===== config.mk =====
export PLATFORM = sky130hd
export DESIGN_NAME = rgb_led_strip_driver
export DESIGN_NICKNAME = d
export VERILOG_FILES = /design/src/rtl/rls_pkg.sv /design/src/rtl/rls_pixel_store.sv /design/src/rtl/rgb_led_strip_driver.sv
export SDC_FILE = /design/constraint.sdc
export NUM_CORES = 2
export LEC_CHECK = 0
export ABC_AREA = 1
export BUFFER_PORTS_ARGS = -buffer_cell sky130_fd_sc_hd__buf_2
export CAP_MARGIN = 10
export CORE_MARGIN = 4
export CORE_UTILIZATION = 55
export CTS_CLUSTER_SIZE = 10
export DETAILED_ROUTE_END_ITERATION = 7
export PLACE_DENSITY = 0.71
export SYNTH_ARGS = -nofsm -noshare
export SYNTH_HDL_FRONTEND = slang
export SYNTH_SLANG_ARGS = --single-unit

===== constraint.sdc =====
create_clock -name clk -period 7.9 [get_ports clk]
set_input_delay 0.395 -clock clk [delete_from_list [all_inputs] [get_ports clk]]
set_output_delay 0.395 -clock clk [all_outputs]
set_load 0.02 [all_outputs]

===== src/rtl/rls_pkg.sv =====
// Shared types, codes and timing helpers for the RGB LED strip driver.
// Used by rls_pixel_store and the top level rgb_led_strip_driver.
package rls_pkg;

    localparam int MAX_LEDS  = 64;
    localparam int ADDR_W    = $clog2(MAX_LEDS);
    localparam int COUNT_W   = $clog2(MAX_LEDS + 1);
    localparam int PIXEL_W   = 24;
    localparam int BITPTR_W  = 5;
    localparam int TICK_W    = 16;
    localparam int CFG_W     = 16;
    localparam int CFG_IDX_W = 3;
    localparam int CMD_W     = 3;

    // Command codes.
    localparam logic [CMD_W-1:0] CMD_TICK          = 3'd0;
    localparam logic [CMD_W-1:0] CMD_SET_PIXEL     = 3'd1;
    localparam logic [CMD_W-1:0] CMD_SET_ALL       = 3'd2;
    localparam logic [CMD_W-1:0] CMD_SHOW          = 3'd3;
    localparam logic [CMD_W-1:0] CMD_SET_ALL_SHOW  = 3'd4;

    // Register indexes.
    localparam logic [CFG_IDX_W-1:0] REG_NUM_LEDS  = 3'd0;
    localparam logic [CFG_IDX_W-1:0] REG_ZERO_HIGH = 3'd1;
    localparam logic [CFG_IDX_W-1:0] REG_ZERO_LOW  = 3'd2;
    localparam logic [CFG_IDX_W-1:0] REG_ONE_HIGH  = 3'd3;
    localparam logic [CFG_IDX_W-1:0] REG_ONE_LOW   = 3'd4;
    localparam logic [CFG_IDX_W-1:0] REG_LATCH     = 3'd5;

    // Sender phases.
    localparam logic [1:0] PH_IDLE  = 2'd0;
    localparam logic [1:0] PH_HIGH  = 2'd1;
    localparam logic [1:0] PH_LOW   = 2'd2;
    localparam logic [1:0] PH_LATCH = 2'd3;

    localparam logic [BITPTR_W-1:0] TOP_BIT = 5'd23;

    typedef struct packed {
        logic               en;
        logic [ADDR_W-1:0]  addr;
        logic [PIXEL_W-1:0] data;
    } rls_wr_t;

    // Pulse length for one half of a bit; a zero register acts as one tick.
    function automatic logic [TICK_W-1:0] sel_len(input logic bit_val,
                                                  input logic [7:0] one_v,
                                                  input logic [7:0] zero_v);
        logic [7:0] v;
        v = bit_val ? one_v : zero_v;
        return (v == 8'd0) ? TICK_W'(1) : {8'd0, v};
    endfunction

endpackage


===== src/rtl/rls_pixel_store.sv =====
// Pixel colour store: one synchronous memory with a registered read port.
// Per-entry valid bits make unwritten entries read as zero after reset.
// Depends on rls_pkg.
module rls_pixel_store
    import rls_pkg::*;
(
    input  logic               clk,
    input  logic               rst_n,
    input  rls_wr_t            wr,
    input  logic [ADDR_W-1:0]  rd_addr,
    output logic [PIXEL_W-1:0] rd_word
);

    logic [PIXEL_W-1:0]  mem [MAX_LEDS];
    logic [MAX_LEDS-1:0] valid_reg;
    logic [PIXEL_W-1:0]  rd_data_reg;
    logic                rd_vld_reg;
    logic                fwd_hit_reg;
    logic [PIXEL_W-1:0]  fwd_data_reg;

    always_ff @(posedge clk)
    begin
        if (wr.en)
        begin
            mem[wr.addr] <= wr.data;
        end
        rd_data_reg  <= mem[rd_addr];
        fwd_data_reg <= wr.data;
    end

    always_ff @(posedge clk or negedge rst_n)
    begin
        if (!rst_n)
        begin
            valid_reg   <= '0;
            rd_vld_reg  <= 1'b0;
            fwd_hit_reg <= 1'b0;
        end
        else
        begin
            if (wr.en)
            begin
                valid_reg[wr.addr] <= 1'b1;
            end
            rd_vld_reg  <= valid_reg[rd_addr];
            fwd_hit_reg <= wr.en && (wr.addr == rd_addr);
        end
    end

    // A write to the entry being read in the same cycle wins over the old data.
    assign rd_word = fwd_hit_reg ? fwd_data_reg :
                     (rd_vld_reg ? rd_data_reg : '0);

endmodule


===== src/rtl/rgb_led_strip_driver.sv =====
// Top level of the RGB LED strip driver: command decode, fill sweep and serial sender.
// Depends on rls_pkg and rls_pixel_store.
//
// Each item is one tick of the strip timing, so a new item can be started every cycle
// while busy is low; its result appears on the result ports, marked by out_valid, in
// the cycle after the item finishes, and must be taken then. set_all and
// set_all_and_show write the store through its single write port, one pixel per
// cycle for each pixel in use (at most 64), with busy high while the rest are
// written; every other item finishes in the cycle it is accepted. The store reads
// as zero after reset through per-entry valid bits, so no clearing pass is needed.
// While a frame is sent, the next pixel is fetched from the store ahead of time,
// while the current one is still on the line.
module rgb_led_strip_driver
    import rls_pkg::*;
(
    input  logic                 clk,
    input  logic                 rst_n,
    input  logic                 start,
    output logic                 busy,
    input  logic [CMD_W-1:0]     command,
    input  logic [ADDR_W-1:0]    pixel_index,
    input  logic [7:0]           red_level,
    input  logic [7:0]           green_level,
    input  logic [7:0]           blue_level,
    input  logic                 cfg_we,
    input  logic [CFG_IDX_W-1:0] cfg_index,
    input  logic [CFG_W-1:0]     cfg_data,
    output logic                 out_valid,
    output logic                 data_line,
    output logic                 busy_res,
    output logic                 ignored,
    output logic                 frame_done
);

    logic [COUNT_W-1:0]  led_count_reg;
    logic [7:0]          zero_high_reg, zero_low_reg, one_high_reg, one_low_reg;
    logic [TICK_W-1:0]   latch_reg;

    logic [1:0]          phase_reg, phase_next;
    logic [COUNT_W-1:0]  ptr_reg, ptr_next;
    logic [BITPTR_W-1:0] bit_reg, bit_next;
    logic [PIXEL_W-1:0]  shift_reg, shift_next;
    logic [TICK_W-1:0]   tick_reg, tick_next;

    logic                fill_reg, fill_next;
    logic [ADDR_W-1:0]   fill_ptr_reg, fill_ptr_next;
    logic [CMD_W-1:0]    hold_cmd_reg;
    logic [PIXEL_W-1:0]  hold_grb_reg;

    logic                out_valid_reg, out_valid_next;
    logic                line_reg, line_next;
    logic                busy_res_reg, busy_res_next;
    logic                ignored_reg, ignored_next;
    logic                done_reg, done_next;

    logic                accept, do_work, sending, is_fill, fill_last, finish;
    logic                start_frame;
    logic [CMD_W-1:0]    cur_cmd;
    logic [PIXEL_W-1:0]  cur_grb, in_grb, first_word;
    logic [ADDR_W-1:0]   fill_addr, rd_addr;
    logic [PIXEL_W-1:0]  rd_word;
    logic [COUNT_W-1:0]  num_sat;
    rls_wr_t             wr;

    rls_pixel_store u_store (
        .clk     (clk),
        .rst_n   (rst_n),
        .wr      (wr),
        .rd_addr (rd_addr),
        .rd_word (rd_word)
    );

    assign in_grb  = {green_level, red_level, blue_level};
    assign num_sat = (cfg_data[COUNT_W-1:0] > COUNT_W'(MAX_LEDS)) ?
                     COUNT_W'(MAX_LEDS) : cfg_data[COUNT_W-1:0];

    always_comb
    begin
        accept    = start && !fill_reg;
        do_work   = accept || fill_reg;
        cur_cmd   = fill_reg ? hold_cmd_reg : command;
        cur_grb   = fill_reg ? hold_grb_reg : in_grb;
        sending   = (phase_reg != PH_IDLE);
        is_fill   = !sending && (led_count_reg != '0) &&
                    ((cur_cmd == CMD_SET_ALL) || (cur_cmd == CMD_SET_ALL_SHOW));
        fill_addr = fill_reg ? fill_ptr_reg : '0;
        fill_last = (({1'b0, fill_addr} + COUNT_W'(1)) == led_count_reg);
        finish    = do_work && !(is_fill && !fill_last);

        wr.en   = 1'b0;
        wr.addr = fill_addr;
        wr.data = cur_grb;
        if (do_work && is_fill)
        begin
            wr.en = 1'b1;
        end
        else if (finish && !sending && (cur_cmd == CMD_SET_PIXEL) &&
                 ({1'b0, pixel_index} < led_count_reg))
        begin
            wr.en   = 1'b1;
            wr.addr = pixel_index;
        end

        fill_next     = do_work && is_fill && !fill_last;
        fill_ptr_next = fill_addr + ADDR_W'(1);

        phase_next   = phase_reg;
        ptr_next     = ptr_reg;
        bit_next     = bit_reg;
        shift_next   = shift_reg;
        tick_next    = tick_reg;
        line_next    = line_reg;
        ignored_next = 1'b0;
        done_next    = 1'b0;
        busy_res_next = 1'b0;
        start_frame  = 1'b0;
        first_word   = rd_word;

        if (sending)
        begin
            ignored_next = (cur_cmd != CMD_TICK);
        end
        else
        begin
            case (cur_cmd)
                CMD_TICK:         ignored_next = 1'b0;
                CMD_SET_PIXEL:    ignored_next = !({1'b0, pixel_index} < led_count_reg);
                CMD_SET_ALL:      ignored_next = 1'b0;
                CMD_SHOW:         start_frame  = 1'b1;
                CMD_SET_ALL_SHOW:
                begin
                    start_frame = 1'b1;
                    first_word  = cur_grb;
                end
                default:          ignored_next = 1'b1;
            endcase
        end

        if (start_frame)
        begin
            ptr_next = '0;
            if (led_count_reg != '0)
            begin
                shift_next = first_word;
                bit_next   = TOP_BIT;
                phase_next = PH_HIGH;
                tick_next  = sel_len(first_word[TOP_BIT], one_high_reg, zero_high_reg);
            end
            else
            begin
                phase_next = PH_LATCH;
                tick_next  = (latch_reg == '0) ? TICK_W'(1) : latch_reg;
            end
        end

        if (phase_next != PH_IDLE)
        begin
            busy_res_next = 1'b1;
            line_next     = (phase_next == PH_HIGH);
            tick_next     = tick_next - TICK_W'(1);
            if (tick_next == '0)
            begin
                case (phase_next)
                    PH_HIGH:
                    begin
                        phase_next = PH_LOW;
                        tick_next  = sel_len(shift_next[bit_next], one_low_reg, zero_low_reg);
                    end
                    PH_LOW:
                    begin
                        if (bit_next != '0)
                        begin
                            bit_next   = bit_next - BITPTR_W'(1);
                            phase_next = PH_HIGH;
                            tick_next  = sel_len(shift_next[bit_next], one_high_reg,
                                                 zero_high_reg);
                        end
                        else
                        begin
                            ptr_next = ptr_next + COUNT_W'(1);
                            // The next pixel was fetched while this one was sent.
                            if (ptr_next < led_count_reg)
                            begin
                                shift_next = rd_word;
                                bit_next   = TOP_BIT;
                                phase_next = PH_HIGH;
                                tick_next  = sel_len(rd_word[TOP_BIT], one_high_reg,
                                                     zero_high_reg);
                            end
                            else
                            begin
                                phase_next = PH_LATCH;
                                tick_next  = (latch_reg == '0) ? TICK_W'(1) : latch_reg;
                            end
                        end
                    end
                    PH_LATCH:
                    begin
                        phase_next = PH_IDLE;
                        done_next  = 1'b1;
                    end
                    default:
                    begin
                        phase_next = PH_IDLE;
                    end
                endcase
            end
        end
        else
        begin
            line_next = 1'b0;
        end

        if (!finish)
        begin
            phase_next = phase_reg;
            ptr_next   = ptr_reg;
            bit_next   = bit_reg;
            shift_next = shift_reg;
            tick_next  = tick_reg;
            line_next  = line_reg;
        end
        out_valid_next = finish;

        // Idle: keep entry zero ready for a show. Sending: fetch the pixel after this one.
        rd_addr = (phase_next == PH_IDLE) ? '0 : (ptr_next[ADDR_W-1:0] + ADDR_W'(1));
    end

    always_ff @(posedge clk or negedge rst_n)
    begin
        if (!rst_n)
        begin
            led_count_reg <= '0;
            zero_high_reg <= 8'd20;
            zero_low_reg  <= 8'd42;
            one_high_reg  <= 8'd40;
            one_low_reg   <= 8'd22;
            latch_reg     <= 16'd15000;
            phase_reg     <= PH_IDLE;
            ptr_reg       <= '0;
            bit_reg       <= '0;
            shift_reg     <= '0;
            tick_reg      <= '0;
            line_reg      <= 1'b0;
            fill_reg      <= 1'b0;
            fill_ptr_reg  <= '0;
            out_valid_reg <= 1'b0;
            busy_res_reg  <= 1'b0;
            ignored_reg   <= 1'b0;
            done_reg      <= 1'b0;
        end
        else
        begin
            if (cfg_we)
            begin
                case (cfg_index)
                    REG_NUM_LEDS:  led_count_reg <= num_sat;
                    REG_ZERO_HIGH: zero_high_reg <= cfg_data[7:0];
                    REG_ZERO_LOW:  zero_low_reg  <= cfg_data[7:0];
                    REG_ONE_HIGH:  one_high_reg  <= cfg_data[7:0];
                    REG_ONE_LOW:   one_low_reg   <= cfg_data[7:0];
                    REG_LATCH:     latch_reg     <= cfg_data;
                    default:       ;
                endcase
            end
            phase_reg     <= phase_next;
            ptr_reg       <= ptr_next;
            bit_reg       <= bit_next;
            shift_reg     <= shift_next;
            tick_reg      <= tick_next;
            line_reg      <= line_next;
            fill_reg      <= fill_next;
            fill_ptr_reg  <= fill_ptr_next;
            out_valid_reg <= out_valid_next;
            busy_res_reg  <= busy_res_next;
            ignored_reg   <= ignored_next;
            done_reg      <= done_next;
        end
    end

    always_ff @(posedge clk)
    begin
        if (accept)
        begin
            hold_cmd_reg <= command;
            hold_grb_reg <= in_grb;
        end
    end

    assign busy       = fill_reg;
    assign out_valid  = out_valid_reg;
    assign data_line  = line_reg;
    assign busy_res   = busy_res_reg;
    assign ignored    = ignored_reg;
    assign frame_done = done_reg;

endmodule


Word level (Yosys, flattened, before mapping)
Memories as Yosys holds them, arrays and structs flattened. A register that Yosys moved wholly into a read port is not among the register bits.
Cells that the tools add are included.

operators by class
  reduce and logical (&&, ||, !) cells = 41
  multiplexer cells = 75
  equal/unequal tests = 14
  magnitude comparators = 8
  bitwise operators = 1
  add/subtract/negate cells = 6

operator list
  operator                                                     number
  2-to-1 mux 24 bit                                            12
  2-to-1 mux 16 bit                                            7
  2-to-1 mux 8 bit                                             8
  OR 64 bit                                                    1
  2-to-1 mux 7 bit                                             7
  2-to-1 mux 5 bit                                             7
  zero test 16 bit                                             2
  zero test 8 bit                                              4
  case mux 16 bit (2 select lines)                             1
  2-to-1 mux 6 bit                                             4
  subtractor 16 x 1 -> 16 bit (second input constant)          1
  2-to-1 mux 1 bit                                             15
  less-than comparator 6 x 7 -> 1 bit (second input constant)  2
  2-to-1 mux 2 bit                                             7
  adder 6 x 1 -> 6 bit (second input constant)                 2
  == test 3 x 2 -> 1 bit (second input constant)               4
  logical AND 1 bit                                            12
  less-than comparator 5 x 6 -> 1 bit (second input constant)  2
  AND reduction 2 bit                                          6
  binary-select mux 1 bit (select 5 bit)                       2
  == test 3 bit (second input constant)                        3
  adder 6 x 1 -> 7 bit (second input constant)                 1
  adder 7 x 1 -> 7 bit (second input constant)                 1
  == test 7 bit                                                1
  other kinds (24)                                             33

word-level totals
  word-level logic and storage cells = 171
  output and inout port bits = 6
  memories = 1
  input bits = 56
  register bits after elaboration = 238
  RAM bits = 1,536

memories
  name         depth  width  read ports  clocked after memory_dff  wr ports  RTL line               RTL
  u_store.mem  64     24     1           1                         1         rls_pixel_store.sv:14  logic [PIXEL_W-1:0] mem [MAX_LEDS];

Longest topological paths before layout
  depth after elaboration = 18
  gate-level depth with buffers = 43
  mapped depth without buffers = 40

By module
From an unflattened synthesis, not the netlist that was laid out.

unflattened totals
  cell total of the unflattened synthesis = 7,125
  area, all modules = 76,935.0 um2

by module, submodules not included
  module                cells each  area each (um2)  sequential area each (um2)  instances
  rls_pixel_store       5,631       66,672.7         48,736.7                    1
  rgb_led_strip_driver  1,494       10,262.3         3,860.0                     1

Least setup slack after synthesis
No wires, ideal clock.

  path type = reg-to-reg
  start point = register fill_reg (netlist: busy)
  end point = register u_store.rd_data_reg[3], read port of u_store.mem
  setup time = 0.113 ns
  path buffers = 3
  arrival = 6.595 ns
  stages on the path, launching flop included = 34
  path slack = 1.192 ns
  cells stage by stage = dfrtp_1 -> buf_4 -> o21ai_1 -> nand3_1 -> nand2_1 -> o21ai_0 -> a21oi_1 -> nand2_1 -> a21boi_2 -> ha_1 -> nand3_1 -> nor2_4 -> nand3_1 -> nand2_1 -> nand3_1 -> nor2_1 -> nand3_2 -> nor2_8 -> nand2_1 -> nand2_1 -> nand3_1 -> o21ai_0 -> inv_1 -> ha_1 -> nand2_2 -> buf_2 -> clkbuf_1 -> nor2_1 -> nand2_1 -> nand3_1 -> nand3_1 -> nand3_1 -> nand3_1 -> nand2_1

on the way
  elaborated cells between the ends (all ways) = 52

RTL lines
  item                             RTL line                     RTL
  start: declaration               rgb_led_strip_driver.sv:45   logic fill_reg, fill_next;
  start signal: assignment         rgb_led_strip_driver.sv:272  fill_reg <= fill_next;
  2-to-1 mux 24 bit (*)            rgb_led_strip_driver.sv:82   cur_grb = fill_reg ? hold_grb_reg : in_grb;
  via cur_grb[23]                  rgb_led_strip_driver.sv:59   logic [PIXEL_W-1:0] cur_grb, in_grb, first_word;
  2-to-1 mux 24 bit (*)            rgb_led_strip_driver.sv:125  case (cur_cmd)
  2-to-1 mux 24 bit (*)            rgb_led_strip_driver.sv:119  if (sending)
  2-to-1 mux 8 bit (*)             rls_pkg.sv:49                v = bit_val ? one_v : zero_v;
  zero test 8 bit                  rls_pkg.sv:50                return (v == 8'd0) ? TICK_W'(1) : {8'd0, v};
  2-to-1 mux 8 bit (*)             rls_pkg.sv:50
  2-to-1 mux 16 bit (*)            rgb_led_strip_driver.sv:142  if (led_count_reg != '0)
  2-to-1 mux 16 bit (*)            rgb_led_strip_driver.sv:139  if (start_frame)
  subtractor 16 x 1 -> 16 bit (*)  rgb_led_strip_driver.sv:160  tick_next = tick_next - TICK_W'(1);
  zero test 16 bit (*)             rgb_led_strip_driver.sv:161  if (tick_next == '0)
  2-to-1 mux 7 bit (*)             rgb_led_strip_driver.sv:161
  2-to-1 mux 7 bit (*)             rgb_led_strip_driver.sv:156  if (phase_next != PH_IDLE)
  2-to-1 mux 6 bit (*)             rgb_led_strip_driver.sv:214  if (!finish)
  via ptr_next[1]                  rgb_led_strip_driver.sv:40   logic [COUNT_W-1:0] ptr_reg, ptr_next;
  adder 6 x 1 -> 6 bit (*)         rgb_led_strip_driver.sv:226  rd_addr = (phase_next == PH_IDLE) ? '0 : (ptr_next[ADDR_W-1:0] + ADDR_W'(1));
  2-to-1 mux 6 bit (*)             rgb_led_strip_driver.sv:226
  end: declaration                 rls_pixel_store.sv:16        logic [PIXEL_W-1:0] rd_data_reg;

The timed path passes the listed nets; every way through them passes the cells marked *.
A chain may end at the register's enable or synchronous reset.

Final worst setup path
  start point = register fill_reg (netlist: busy)
  end point = register u_store.rd_data_reg[6], read port of u_store.mem

on the way
  cells in the longest elaborated chain, start to end = 16
  elaborated cells between the ends (all ways) = 52

ends and longest elaborated chain
  item                         RTL line                                                 RTL
  2-to-1 mux 3 bit             rgb_led_strip_driver.sv:81                               cur_cmd = fill_reg ? hold_cmd_reg : command;
  == test 3 bit                rgb_led_strip_driver.sv:85, rgb_led_strip_driver.sv:125
  2-to-1 mux 24 bit            rgb_led_strip_driver.sv:125
  2-to-1 mux 24 bit            rgb_led_strip_driver.sv:119
  2-to-1 mux 8 bit             rls_pkg.sv:49
  zero test 8 bit              rls_pkg.sv:50
  2-to-1 mux 8 bit             rls_pkg.sv:50
  2-to-1 mux 16 bit            rgb_led_strip_driver.sv:142
  2-to-1 mux 16 bit            rgb_led_strip_driver.sv:139
  subtractor 16 x 1 -> 16 bit  rgb_led_strip_driver.sv:160
  zero test 16 bit             rgb_led_strip_driver.sv:161
  2-to-1 mux 7 bit             rgb_led_strip_driver.sv:161
  2-to-1 mux 7 bit             rgb_led_strip_driver.sv:156
  2-to-1 mux 6 bit (*)         rgb_led_strip_driver.sv:214
  via ptr_next[1]              rgb_led_strip_driver.sv:40
  adder 6 x 1 -> 6 bit (*)     rgb_led_strip_driver.sv:226
  2-to-1 mux 6 bit (*)         rgb_led_strip_driver.sv:226

Marked as above.

==> reports/metrics.cfg <==
[logic_synthesis]
synth_edf_count=1563
synthesis.instances=7974
synthFlopType=sky130_fd_sc_hd__edfxtp_1
ys_ff_latch=1798
synthArstFlopShare_pct=10.4
synth.lib_cells_used.distinct=53
synth-seq-area-share_pct=64.5
synth.top_cells.by_area=sky130_fd_sc_hd__edfxtp_1 58%, sky130_fd_sc_hd__nand3_1 10%, sky130_fd_sc_hd__nand2_1 5.8%
netlist.area_leader.share_pct=57.5
synth-warning-count=0
synthesized_nets=8047
post_synth.cell_area_avg_um2=10.2
post_synth_most_frequent_cells=1,688 x sky130_fd_sc_hd__nand3_1, 1,563 x sky130_fd_sc_hd__edfxtp_1, 1,254 x sky130_fd_sc_hd__nand2_1, 1,105 x sky130_fd_sc_hd__inv_1, 551 x sky130_fd_sc_hd__nor2_1
synth.most_common_cell=sky130_fd_sc_hd__nand3_1
synth_top_cell_by_area=sky130_fd_sc_hd__edfxtp_1
synth.cell_area_um2=81600

[pwr]
peakVddDrop_uv=434
total_power_mw=32.4
leakagePower_nw=36.4
power_per_cell_area_nw_per_um2=358

[clocking]
clock_tree.root_cell=sky130_fd_sc_hd__clkbuf_16
htreeDepth=4
clock-sinks=1798
clock_pin_slew_of_the_registers_on_the_worst_case_setup_and_hold_paths_ns=0.06
tritoncts.num_buffers=202
ctsLongestPathBuffers=3
clk_latency_ns=0.83
post_cts_buffers=0
tritoncts=done

[finish]
finish.cell_count_without_fillers=10062
layout.filler_cells=11829
layout.core_utilization_pct=61.4
nNetsFinal=8066
layout-drive-gt1-share_pct=8.80
largest_register_ffs=1536
area.growth.synth_to_final_pct=11.0
layout.cell_area.non_filler_um2=90500

[timing]
maxSlewHeadroom_pct=15.7
fmax_ghz=0.134
setup_ws_ns=0.442
period_minus_slack_ns=7.46
slew_violations=0
timing.setup.tns_ns=0
timing.clock.skew_ns=0.0479
hold-worst-slack_ns=0.0605
fin_crit_sh_pct=94.4
rsz0062_at_grt=false
report.final.setup_viol=0
worst-slew-pin-transition_ns=1.27
finalHoldViolations=0

[drt]
initialDrtViolationCount=8696
route.antenna.remaining_nets=0
route.detailed.wl_per_inst_um=24.2
drcViolationCount=0
avg_vias_per_cell=5.94
route.final.wire_length_mm=243
vias=59793
drt_pre_antenna_iters=6

[setup_path]
r2r_setup_slack_ns=0.44
category_of_the_worst_setup_path_capture_point=flip-flop
timing.rr.end=u_store.rd_data_reg[6]
startpoint_type=flip-flop
critPathRequiredTime_ns=8.60
path_max_fanout=71
timing.setup.critical_path_class=reg -> reg
worst_path_largest_cell_delay_ns=0.55
worst_r2r_path_depth=40
crit_path_frequent_cell=sky130_fd_sc_hd__nand2_1
critical_path.reg2reg.startpoint=busy
critical-path-slowest-cell=sky130_fd_sc_hd__dfrtp_4
worst-endpoint-arrival_ns=8.16

[floorplan]
row_count=141
core_um2=147000
floorplan.die.width_um=393
die-height_um=393
initial_core_util_pct=55.3
i_o_pin_total=62
floorplan.die_area_um2=155000

[global_route]
grt.total_usage_pct=31.3
grt_pass1_vias=57293
grt_first_pass_wirelength_mm=362
grt_antenna_before_repair=12
grt_overflow_total=0
pin_count_of_the_biggest_net_entering_global_routing=216

[place]
port_buffers=61
place_area_um2=84100
pre_cts_ws_ns=0.103
placed_cells_incl_taps=9675
hpwl_dp_mm=139
place_congestion=0.919

[min_path]
hold_path.class=in -> reg
hold_path_depth=3
hp-start=cfg_data[0]
min_delay_worst_endpoint=led_count_reg[0]

[status]
status=complete, no violations

[flow_run]
maxCapViolCount=0

layout make-up:
| class | count | area, um2 | area share [%] |
|---|---|---|---|
| inverter | 1123 | 4230 | 4.67 |
| clock buffer | 316 | 5540 | 6.12 |
| multi-input combinational | 4556 | 22700 | 25.0 |
| sequential | 1798 | 52600 | 58.1 |
| tap | 1930 | 2410 | 2.67 |
| clock inverter | 22 | 360 | 0.398 |
| antenna | 5 | 12.5 | 0.0138 |
| timing repair buffer | 312 | 2700 | 2.98 |
worst max-delay path by stage:
stage	slack (ns)	end	startpoint
2_1_floorplan	1.19	u_store.rd_data_reg[3]	busy
3_3_place_gp	0.26	u_store.rd_data_reg[18]	busy
3_5_place_dp	0.10	u_store.rd_data_reg[11]	busy
4_1_cts	0.06	u_store.rd_data_reg[11]	busy
5_1_grt	0.006	u_store.rd_data_reg[6]	busy
6_report	0.44	u_store.rd_data_reg[6]	busy
critical path, delay by kind of cell, from the launching register on:
| family | cells | cell delay (ns) |
|---|---|---|
| buffers and inverters | 5 | 1.22 |
| DFF | 1 | 0.55 |
| adders and majority gates | 2 | 0.61 |
| AOI/OAI and AO/OA | 2 | 0.48 |
| and+or+nand+nor | 31 | 4.33 |
metal layers:
| metal | global-route usage (%) | up-vias | wire length, um |
|---|---|---|---|
| met5 | 0 | - | 24 |
| met4 | 16.4 | 4 | 13900 |
| li1 | - | 26991 | - |
| met3 | 5.37 | 555 | 24200 |
| met1 | 42.4 | 28961 | 93900 |
| met2 | 49.0 | 3282 | 111000 |
cells by family (layout without fill, tap and decap cells):
logic type,Yosys count,count (layout),synth area share (%)
buffers and inverters,1620,1773,8.09
AND/OR/NAND/NOR,4034,4034,23.6
AO/OA/AOI/OAI,488,488,3.39
flip-flops,1798,1798,64.5
XOR/XNOR,14,14,0.150
adder cells (fa/ha/maj),17,17,0.261
multiplexers,3,3,0.0399
other,0,5,0
power breakdown:
group / leakage [nW] / switching [mW] / internal [mW]
sequential: 16.6 / 0.222 / 10.8
clock: 2.82 / 3.71 / 4.86
combinational: 17.0 / 9.35 / 3.48
total: 36.4 / 13.3 / 19.1
placed cells by master, fill, tap and decap left out, drive strengths merged, types with 48 or more instances in the layout:
cell type / netlist / final
nand3: 1694 / 1694
edfxtp: 1563 / 1563
nand2: 1266 / 1266
inv: 1121 / 1130
nor2: 572 / 572
nand3b: 432 / 432
clkbuf: 155 / 317
o21ai: 307 / 307
buf: 342 / 268
dfrtp: 170 / 170
a21oi: 65 / 65
o211ai: 52 / 52
dfxtp: 48 / 48
what timing repair did:
item | 4_1_cts | 5_1_grt
gates resized for setup | 0 | 13
endpoints found under the hold margin | 107 | 0
setup endpoints to repair | 0 | 20
hold buffers | 43 | 0
(Power assumes the default switching activity.)
